===== config.mk =====
export PLATFORM = sky130hd
export DESIGN_NAME = mlprq_ram
export DESIGN_NICKNAME = d
export VERILOG_FILES = /design/src/sv/mlprq_ram.sv
export SDC_FILE = /design/constraint.sdc
export NUM_CORES = 1
export LEC_CHECK = 0
export BUFFER_PORTS_ARGS = -buffer_cell sky130_fd_sc_hd__buf_2
export CORE_MARGIN = 1
export CORE_UTILIZATION = 55
export DETAILED_ROUTE_END_ITERATION = 7
export GPL_TIMING_DRIVEN = 0
export PLACE_DENSITY = 0.82
export RECOVER_POWER = 25
export SYNTH_ARGS = -nofsm -noshare
export SYNTH_HDL_FRONTEND = slang
export SYNTH_SLANG_ARGS = --single-unit
export TNS_END_PERCENT = 20

===== constraint.sdc =====
create_clock -name clk -period 2.2 [get_ports clk]
set_input_delay 0.44 -clock clk [delete_from_list [all_inputs] [get_ports clk]]
set_output_delay 0.44 -clock clk [all_outputs]
set_load 0.05 [all_outputs]

===== src/sv/mlprq_ram.sv =====
module mlprq_ram #(
  parameter int WIDTH = 8,
  parameter int DEPTH = 16
) (
  input  logic                     clk,
  input  logic                     we,
  input  logic [$clog2(DEPTH)-1:0] waddr,
  input  logic [WIDTH-1:0]         wdata,
  input  logic [$clog2(DEPTH)-1:0] raddr,
  output logic [WIDTH-1:0]         rdata
);

  logic [WIDTH-1:0] mem [DEPTH];

  // One write port and one registered read port.
  always_ff @(posedge clk) begin
    if (we) begin
      mem[waddr] <= wdata;
    end
    rdata <= mem[raddr];
  end

endmodule


After elaboration in Yosys (flattened, before gate mapping)
Memories as Yosys holds them, arrays and structs flattened. A register that Yosys moved wholly into a read port is not among the register bits.
Index checks and enable logic that the tools add are counted.
{"block": "totals", "ff_bits": 0, "latch_bits": 0, "ramBits": 128, "rom_bits": 0, "output_inout_bits": 8, "n_memories": 1}
{"block": "op_classes", "addsub": 0, "n_mul": 0, "div_mod_pow": 0, "magnitude_cmp": 0, "eq_ne": 0, "shifts": 0, "muxes": 2, "n_bitwise": 0, "reduce_logical": 0}
{"name": "mem", "depth": 16, "width": 8, "rd": 1, "rd_ports_with_merged_regs": 1, "wr": 1, "line": "13", "rtl": "logic [WIDTH-1:0] mem [DEPTH];"}
{"cell": "$mux 1", "n": 2}

Longest topological paths before layout
Gate-level depths: netlist (run 1).
{"block": "logic_depth", "ltp_word": 2, "depth_mapped": 5}

Worst setup path before layout (run 1)
Ideal clock, no wire load.
{"block": "synth_timing", "path_type": "input port to flip-flop", "startpoint": "input waddr[2]", "endpoint": "memory mem[0][0], enable pin", "arrival_ps": 1550, "required_time_ps": 1817, "slack_ps": 267, "path_stages": 2, "n_path_buf": 0, "path_cell_list": "or3b_2 > nor3_1"}
{"element": "start: declaration", "line": "7", "rtl": "input logic [$clog2(DEPTH)-1:0] waddr,"}
{"element": "end: declaration", "line": "13"}
Straight into the memory's write port.

Worst setup path in the final report (run 1)
{"block": "layout_timing", "startpoint": "input waddr[2]", "endpoint": "memory mem[0][6], enable pin"}
Straight into the memory's write port.

==> impl_metrics.csv, run 1 <==
group,metric,value,unit
cells_and_area,nNetsFinal,290,
yosys,yosysSeqAreaShare,77.78,%
die,core,0.008891,mm2
critical_path,cp_max_fo,8,
placed_design,portBuffers,24,
timing,period_needed,1956,ps
pwr,peakVddDrop,0.6200,mV
clock_network,cts.reportedPaths.clkPinSlew,60,ps
cells_and_area,num-fill-cells,517,
timing,skew,8.675,ps
global_routing,grt_max_degree,17,
pwr,seq_power_share,45.6,%
critical_path,slowest_stage,"nor3_1",
pwr,clkPwrFrac,49.1,%
die,die_w,98.74,um
cells_and_area,final_common_cell,"edfxtp_1",
pwr,pwr-share-comb,5.2,%
timing,setup_viol,0,
clock_network,cts-buffers-inserted,17,
timing,relSlewSlack,13.80,%
critical_path,critPathTopFamily,"simple AND/OR/NAND/NOR gates",
detailed_routing,wire_per_inst,25.24,um
detailed_routing,wl,9919,um
detailed_routing,drtIter0Drc,318,
clock_network,cts_htree_levels,4,
critical_path,path_buf_inv,1,
hold_path,hold_path_class,"in2reg",
job,drv_cap,0,
die,dieArea,0.009750,mm2
yosys,synth_fp_nets,247,
timing,period_share,88.92,%
critical_path,cp_data_required_time,2320,ps
cells_and_area,layout-drive-gt1-share,28.42,%
global_routing,grt_pass1_wl,14810,um
status,status,"completed",
die,row_count,34,
cells_and_area,diodes,0,
pwr,power.density,1053,mW/mm2
global_routing,grt_pass1_vias,2466,
cells_and_area,mostFrequentLayoutCells,"edfxtp_1, buf_2, mux4_2",
clock_network,cts_sinks,136,
yosys,ys_ff_latch,136,
pwr,p_sw_share,20.32,%
placed_design,dp_hpwl,5900,um
cells_and_area,syn2layout_area_growth,17.77,%
timing,fin_ws,243.7,ps
timing,rsz0062_at_grt,"no",
pwr,power.internal,5.086,mW
critical_path,cp-start-kind,"input port",
cells_and_area,layout.cells.non_filler,393,
yosys,synth_area,0.005147,mm2
die,ios,26,
placed_design,dp.cells,361,
die,initial_core_util,57.89,%
critical_path,path_class,"in2reg",
placed_design,gp_congestion,0.7337,
critical_path,worst_ep_arrival_time,2070,ps
global_routing,grt.total_usage,22.57,%
critical_path,crit_chain,"buf_2 -> or3b_2 -> nor3_1",
global_routing,grt.overflow.total,0,
detailed_routing,vias,2447,
detailed_routing,firstDrtPassIters,5,
detailed_routing,drc_errors,0,
yosys,ys_warn_count,0,
timing,drv_slew,0,
placed_design,place_ws,-282.3,ps
critical_path,cp-end-kind,"register",
yosys,ys_types,19,
timing,finalHoldViolations,0,
timing,worst_pin_slew,1283,ps
critical_path,crit_path_max_incr_delay,990,ps
clock_network,cts_tree,"yes",
yosys,syn_inst,229,
pwr,total_power,6.383,mW
timing,max_freq,511.2,MHz
die,die_h,98.74,um
clock_network,worstSkewPairLatency,510,ps
clock_network,cts_setup_buffers,0,
clock_network,cts_resized,0,
clock_network,clock_path_buffers,2,
detailed_routing,ant_nets,0,
pwr,leakagePower,2.037,nW
yosys,avgSynthCellArea,22.48,um2
clock_network,cts-root-buf,"clkbuf_8",
global_routing,antenna_found_initial,0,
clock_network,holdBufCountCts,0,
pwr,p_switching,1.297,mW
detailed_routing,viasPerCell,6.226,
-- final timing paths --
check / startpoint / to / slack [ps] / depth (start not counted)
worst max register to register: mem[15][0]$_DFFE_PP_ / rdata[0]$_DFF_P_ / 760 / 3
worst min register to register: mem[10][3]$_DFFE_PP_ / rdata[3]$_DFF_P_ / 680 / 3
worst max-delay path: waddr[2] / mem[0][6]$_DFFE_PP_ / 240 / 3
worst min-delay path: wdata[0] / mem[14][0]$_DFFE_PP_ / 330 / 1
-- registers in the layout, indices dropped and copies added (netlist names) --
signal  cells
rdata       8
mem       128
-- cells in the mapped netlist --
library cell | instances | area (um2)
and2_1 | 1 | 6.260
nand2_1 | 9 | 33.78
mux4_1 | 14 | 367.9
nand2b_1 | 2 | 12.51
nor3_1 | 4 | 20.02
nand3_1 | 1 | 5.000
buf_6 | 3 | 33.78
or3b_2 | 1 | 8.760
and2b_1 | 1 | 7.510
clkdlybuf4s25_2 | 3 | 30.03
edfxtp_1 | 128 | 3844
buf_2 | 3 | 15.01
nand3b_1 | 2 | 15.01
a22oi_1 | 16 | 120.1
nor2b_1 | 1 | 6.260
buf_4 | 1 | 7.510
mux4_2 | 18 | 405.4
nor2_1 | 13 | 48.80
dfxtp_1 | 8 | 160.2
-- power by group through the flow --
stage	Clock (mW)	Sequential (mW)	Combinational (mW)
final	3.14	2.91	0.335
after CTS	3.15	2.91	0.336
after global placement	0	2.96	0.321
after floorplan	0	3.02	0.147
after detailed placement	0	2.96	0.331
after global routing	3.26	2.92	0.352
-- layer usage --
layer | global-route usage [%] | routed length (um) | vias up
met1 | 32.16 | 4351 | 1263
li1 | - | - | 1057
met2 | 34.59 | 4800 | 115
met3 | 4.965 | 542 | 12
met5 | 0 | 0 | -
met4 | 9.185 | 225 | 0
-- cells by family (layout without fill, tap and decap cells) --
family          Yosys count  count (layout)  synth area share, %
flops                   136             136                77.78
simple gates             35              35                3.184
mux                      32              32                15.02
compound gates           16              16                2.334
buf+inv                  10              66                1.677
-- through the flow --
step	TNS (ps)	util (%)	instance area (um2)	hold WS, ps
floorplan	0	-	5147	538.9
global placement	-2116	60.77	5403	655.6
detailed placement	-2257	60.77	5403	667.5
CTS	0	68.20	6063	300.0
global route	0	68.18	6062	340.9
finish	0	68.18	6062	334.8
-- worst register-to-register path, delay by kind of cell, from the launching register on --
kind	cells	cell delay, ps
flops	1	350
compound gates	1	320
mux	1	500
simple gates	1	130
-- final cells by class --
class / instances / area (um2) / share of cell area [%]
Buffer: 10 / 86.33 / 1.424
Clock buffer: 17 / 414.1 / 6.832
Clock inverter: 15 / 246.5 / 4.066
Multi-Input combinational cell: 83 / 1062 / 17.52
Sequential cell: 136 / 4004 / 66.05
Tap cell: 108 / 135.1 / 2.229
Timing Repair Buffer: 24 / 113.9 / 1.878
Note: power is estimated with default switching activity, not from simulation.
==> inputs of run 2 (changes only) <==
--- a/config.mk
+++ b/config.mk
@@ -10,7 +10,7 @@
 export CORE_UTILIZATION = 55
 export DETAILED_ROUTE_END_ITERATION = 7
 export GPL_TIMING_DRIVEN = 0
-export PLACE_DENSITY = 0.82
+export PLACE_DENSITY_LB_ADDON = 0.2
 export RECOVER_POWER = 25
 export SYNTH_ARGS = -nofsm -noshare
 export SYNTH_HDL_FRONTEND = slang
==> impl_metrics.csv, run 2 (same netlist as run 1, synthesis figures left out) <==
group,metric,value,unit
timing,finalHoldViolations,0,
pwr,power.internal,4.875,mW
pwr,leakagePower,2.015,nW
cells_and_area,layout.cells.non_filler,393,
hold_path,hold_path_class,"in2reg",
clock_network,cts.reportedPaths.clkPinSlew,60,ps
die,row_count,34,
detailed_routing,viasPerCell,6.053,
timing,fin_ws,248.5,ps
clock_network,cts_resized,0,
job,drv_cap,0,
pwr,pwr-share-comb,5.4,%
pwr,clkPwrFrac,46.4,%
placed_design,dp_hpwl,5826,um
global_routing,grt.total_usage,21.58,%
cells_and_area,regMostFlops,"mem",
pwr,power.density,1009,mW/mm2
detailed_routing,drtIter0Drc,214,
placed_design,gp_congestion,0.7075,
cells_and_area,finish.utilization,67.38,%
die,dieArea,0.009750,mm2
detailed_routing,wire_per_inst,23.82,um
pwr,p_sw_share,19.33,%
critical_path,cp-end-kind,"register",
global_routing,grt_max_degree,17,
clock_network,cts_htree_levels,4,
cells_and_area,num-fill-cells,562,
timing,whs,338.4,ps
critical_path,cp_data_required_time,2300,ps
pwr,peakVddDrop,0.4918,mV
clock_network,cts-buffers-inserted,17,
pwr,total_power,6.043,mW
cells_and_area,syn2layout_area_growth,16.38,%
die,initial_core_util,57.89,%
timing,setup_viol,0,
cells_and_area,final_common_cell,"edfxtp_1",
cells_and_area,mostFrequentLayoutCells,"edfxtp_1, buf_2, mux4_2",
cells_and_area,largest_reg_flops,128,
detailed_routing,ant_nets,0,
pwr,p_switching,1.168,mW
cells_and_area,layout-drive-gt1-share,26.32,%
cells_and_area,diodes,0,
critical_path,cp_max_fo,8,
clock_network,holdBufCountCts,0,
timing,relSlewSlack,15.29,%
timing,max_freq,512.4,MHz
timing,worst_pin_slew,1261,ps
pwr,seq_power_share,48.2,%
die,die_h,98.74,um
detailed_routing,drc_errors,0,
cells_and_area,nNetsFinal,290,
clock_network,cts_tree,"yes",
clock_network,cts_setup_buffers,0,
detailed_routing,firstDrtPassIters,4,
clock_network,cts_sinks,136,
detailed_routing,vias,2379,
die,core,0.008891,mm2
timing,period_needed,1952,ps
detailed_routing,wl,9362,um
critical_path,worst_ep_arrival_time,2060,ps
timing,drv_slew,0,
global_routing,antenna_found_initial,0,
clock_network,clock_path_buffers,2,
global_routing,grt.overflow.total,0,
clock_network,worstSkewPairLatency,510,ps
status,status,"completed",
die,die_w,98.74,um
cells_and_area,top_regs,"mem (128), rdata (8)",
timing,rsz0062_at_grt,"no",
critical_path,cp-start-kind,"input port",
placed_design,place_ws,-270.3,ps
placed_design,dp.cells,361,
die,ios,26,
critical_path,rrSetupSlack,790,ps
global_routing,grt_pass1_vias,2352,
clock_network,cts-root-buf,"clkbuf_8",
timing,skew,19.17,ps
placed_design,portBuffers,24,
global_routing,grt_pass1_wl,14160,um
critical_path,path_class,"in2reg",
timing,period_share,88.70,%
==> run 2: changes by cell type in the layout (fill, tap and decap cells not counted), sizes merged <==
cell and change:
clkbuf +6, bufinv -2, clkinvlp -3, clkinv +2, inv -3
==> run 2: stage by stage <==
step	instance area, um2	setup TNS, ps
3_5_place_dp	5403	-2665
2_1_floorplan	5147	0
6_report	5991	0
3_3_place_gp	5403	-2318
4_1_cts	5997	0
5_1_grt	5991	0
==> run 2: worst paths after layout <==
path,depth (start not counted),start,to
min reg2reg,3,mem[8][1]$_DFFE_PP_,rdata[1]$_DFF_P_
min,1,wdata[1],mem[13][1]$_DFFE_PP_
max,3,waddr[2],mem[0][1]$_DFFE_PP_
max reg2reg,3,mem[15][0]$_DFFE_PP_,rdata[0]$_DFF_P_
==> run 2: worst max-delay path, cell delays in order <==
cell,delay (ps)
buf_2,110
or3b_2,530
nor3_1,970
==> run 2: layout make-up <==
| cell class | instances | area (um2) | share of cell area [%] |
|---|---|---|---|
| buffer | 10 | 86.33 | 1.441 |
| clock buffer | 23 | 446.7 | 7.456 |
| clock inverter | 9 | 147.6 | 2.464 |
| multi-input combinational | 83 | 1057 | 17.65 |
| sequential | 136 | 4004 | 66.83 |
| tap | 108 | 135.1 | 2.256 |
| timing repair buffer | 24 | 113.9 | 1.901 |
==> run 2: power by group through the flow <==
stage / Combinational, mW / Clock [mW] / Sequential (mW)
floorplan: 0.147 / 0 / 3.02
global placement: 0.326 / 0 / 2.96
detailed placement: 0.333 / 0 / 2.96
CTS: 0.335 / 2.83 / 2.91
global route: 0.351 / 2.95 / 2.92
finish: 0.327 / 2.80 / 2.91
==> run 2: per-layer routing <==
layer  global-route usage, %  routed length, um  share of wire, %
met5                       0                  0                 0
met4                   6.889                 87              0.93
met3                   6.809                631               6.7
met2                   32.17               4574                49
met1                   30.98               4069                43
==> inputs of run 3 (changes only) <==
--- a/config.mk
+++ b/config.mk
@@ -10,8 +10,9 @@
 export CORE_UTILIZATION = 55
 export DETAILED_ROUTE_END_ITERATION = 7
 export GPL_TIMING_DRIVEN = 0
-export PLACE_DENSITY_LB_ADDON = 0.2
+export PLACE_DENSITY = 0.77
 export RECOVER_POWER = 25
+export SLEW_MARGIN = 5
 export SYNTH_ARGS = -nofsm -noshare
 export SYNTH_HDL_FRONTEND = slang
 export SYNTH_SLANG_ARGS = --single-unit
==> impl_metrics.csv, run 3 (same netlist as run 1, synthesis figures left out) <==
group,metric,value,unit
critical_path,cp-end-kind,"register",
detailed_routing,vias,2380,
timing,drv_slew,0,
die,initial_core_util,57.89,%
detailed_routing,firstDrtPassIters,5,
pwr,power.density,1009,mW/mm2
critical_path,cp_max_fo,8,
detailed_routing,drtIter0Drc,251,
global_routing,grt_max_degree,17,
cells_and_area,regMostFlops,"mem",
die,die_h,98.74,um
global_routing,grt.total_usage,21.60,%
global_routing,antenna_found_initial,0,
global_routing,grt.overflow.total,0,
critical_path,r2r_cells,3,
placed_design,portBuffers,24,
timing,whs,329.9,ps
critical_path,r2r_end,"rdata[1]$_DFF_P_",
cells_and_area,nNetsFinal,290,
timing,setup_viol,0,
clock_network,cts-root-buf,"clkbuf_8",
global_routing,grt_pass1_vias,2422,
timing,period_share,91.43,%
die,row_count,34,
hold_path,hp-start,"wdata[1]",
timing,skew,9.822,ps
critical_path,worst_ep_arrival_time,2130,ps
timing,worst_pin_slew,1356,ps
clock_network,cts_tree,"yes",
timing,rsz0062_at_grt,"no",
detailed_routing,drc_errors,0,
pwr,power.internal,4.827,mW
status,status,"completed",
pwr,seq_power_share,48.0,%
die,dieArea,0.009750,mm2
cells_and_area,diodes,0,
cells_and_area,largest_reg_flops,128,
cells_and_area,layout-drive-gt1-share,28.07,%
clock_network,cts-buffers-inserted,17,
clock_network,cts.reportedPaths.clkPinSlew,60,ps
cells_and_area,mostFrequentLayoutCells,"edfxtp_1, buf_2, mux4_2",
pwr,clkPwrFrac,46.6,%
cells_and_area,top_regs,"mem (128), rdata (8)",
placed_design,gp_congestion,0.7102,
global_routing,grt_pass1_wl,14230,um
clock_network,holdBufCountCts,0,
hold_path,whs_path_depth,1,
hold_path,hold_path_class,"in2reg",
clock_network,cts_sinks,136,
detailed_routing,ant_nets,0,
pwr,peakVddDrop,0.6325,mV
detailed_routing,viasPerCell,6.056,
clock_network,cts_resized,0,
detailed_routing,wl,9345,um
pwr,pwr-share-comb,5.4,%
cells_and_area,multiInputGateArea,0.001062,mm2
critical_path,cp-start-kind,"input port",
clock_network,cts_htree_levels,4,
timing,finalHoldViolations,0,
cells_and_area,syn2layout_area_growth,16.67,%
placed_design,dp_hpwl,5719,um
critical_path,rrSetupSlack,810,ps
pwr,p_sw_share,20.37,%
pwr,total_power,6.061,mW
die,die_w,98.74,um
die,core,0.008891,mm2
die,ios,26,
detailed_routing,wire_per_inst,23.78,um
cells_and_area,num-fill-cells,551,
clock_network,worstSkewPairLatency,520,ps
critical_path,path_class,"in2reg",
timing,relSlewSlack,8.915,%
hold_path,hold_path_end,"mem[14][1]$_DFFE_PP_",
cells_and_area,final_common_cell,"edfxtp_1",
critical_path,r2r_start,"mem[1][1]$_DFFE_PP_",
timing,max_freq,497.1,MHz
cells_and_area,register_area,0.004004,mm2
job,drv_cap,0,
clock_network,cts_setup_buffers,0,
timing,period_needed,2012,ps
clock_network,clock_path_buffers,2,
critical_path,cp_data_required_time,2320,ps
pwr,p_switching,1.235,mW
pwr,leakagePower,2.016,nW
-- run 3: cell type report --
class                           count  area share, %
Clock inverter                     11          2.417
Sequential cell                   136          66.67
Clock buffer                       21          7.646
Timing Repair Buffer               24          1.896
Buffer                             10          1.438
Tap cell                          108          2.250
Multi-Input combinational cell     83          17.69
-- run 3: critical path: stages --
cell	delay, ps
buf_2	110
or3b_2	530
nor3_1	1050
-- run 3: power by group through the flow --
stage	Combinational [mW]	Clock [mW]	Sequential [mW]
6_report	0.327	2.82	2.91
3_3_place_gp	0.322	0	2.96
3_5_place_dp	0.329	0	2.96
2_1_floorplan	0.147	0	3.02
5_1_grt	0.349	2.96	2.92
4_1_cts	0.332	2.85	2.91
-- run 3: routing by layer --
| layer | share of wire [%] | vias to the layer above | global-route usage [%] | wire length (um) |
|---|---|---|---|---|
| met3 | 5.7 | 8 | 5.745 | 533 |
| met4 | 1.1 | 0 | 8.266 | 99 |
| met2 | 50 | 79 | 32.60 | 4626 |
| li1 | - | 1059 | - | - |
| met1 | 44 | 1234 | 30.75 | 4086 |
| met5 | 0 | - | 0 | 0 |
-- run 3: worst max path at each step --
stage | startpoint | to | slack (ps) | depth (start not counted)
floorplan | waddr[2] | mem[0][0]$_DFFE_PP_ | 270 | 2
global placement | waddr[2] | mem[0][7]$_DFFE_PP_ | -260 | 3
detailed placement | waddr[2] | mem[0][7]$_DFFE_PP_ | -310 | 3
global route | waddr[2] | mem[0][4]$_DFFE_PP_ | 170 | 3
CTS | waddr[2] | mem[0][0]$_DFFE_PP_ | 230 | 3
finish | waddr[2] | mem[0][0]$_DFFE_PP_ | 190 | 3
-- run 3: through the flow --
stage | TNS (ps) | util, % | worst slack, ps | instances | instance area [um2]
6_report | 0 | 67.55 | 188.5 | 393 | 6006
2_1_floorplan | 0 | - | 267.1 | 229 | 5147
3_3_place_gp | -2268 | 60.77 | -259.2 | 361 | 5403
4_1_cts | 0 | 67.56 | 234.3 | 393 | 6007
3_5_place_dp | -2997 | 60.77 | -310.4 | 361 | 5403
5_1_grt | 0 | 67.55 | 171.6 | 393 | 6006
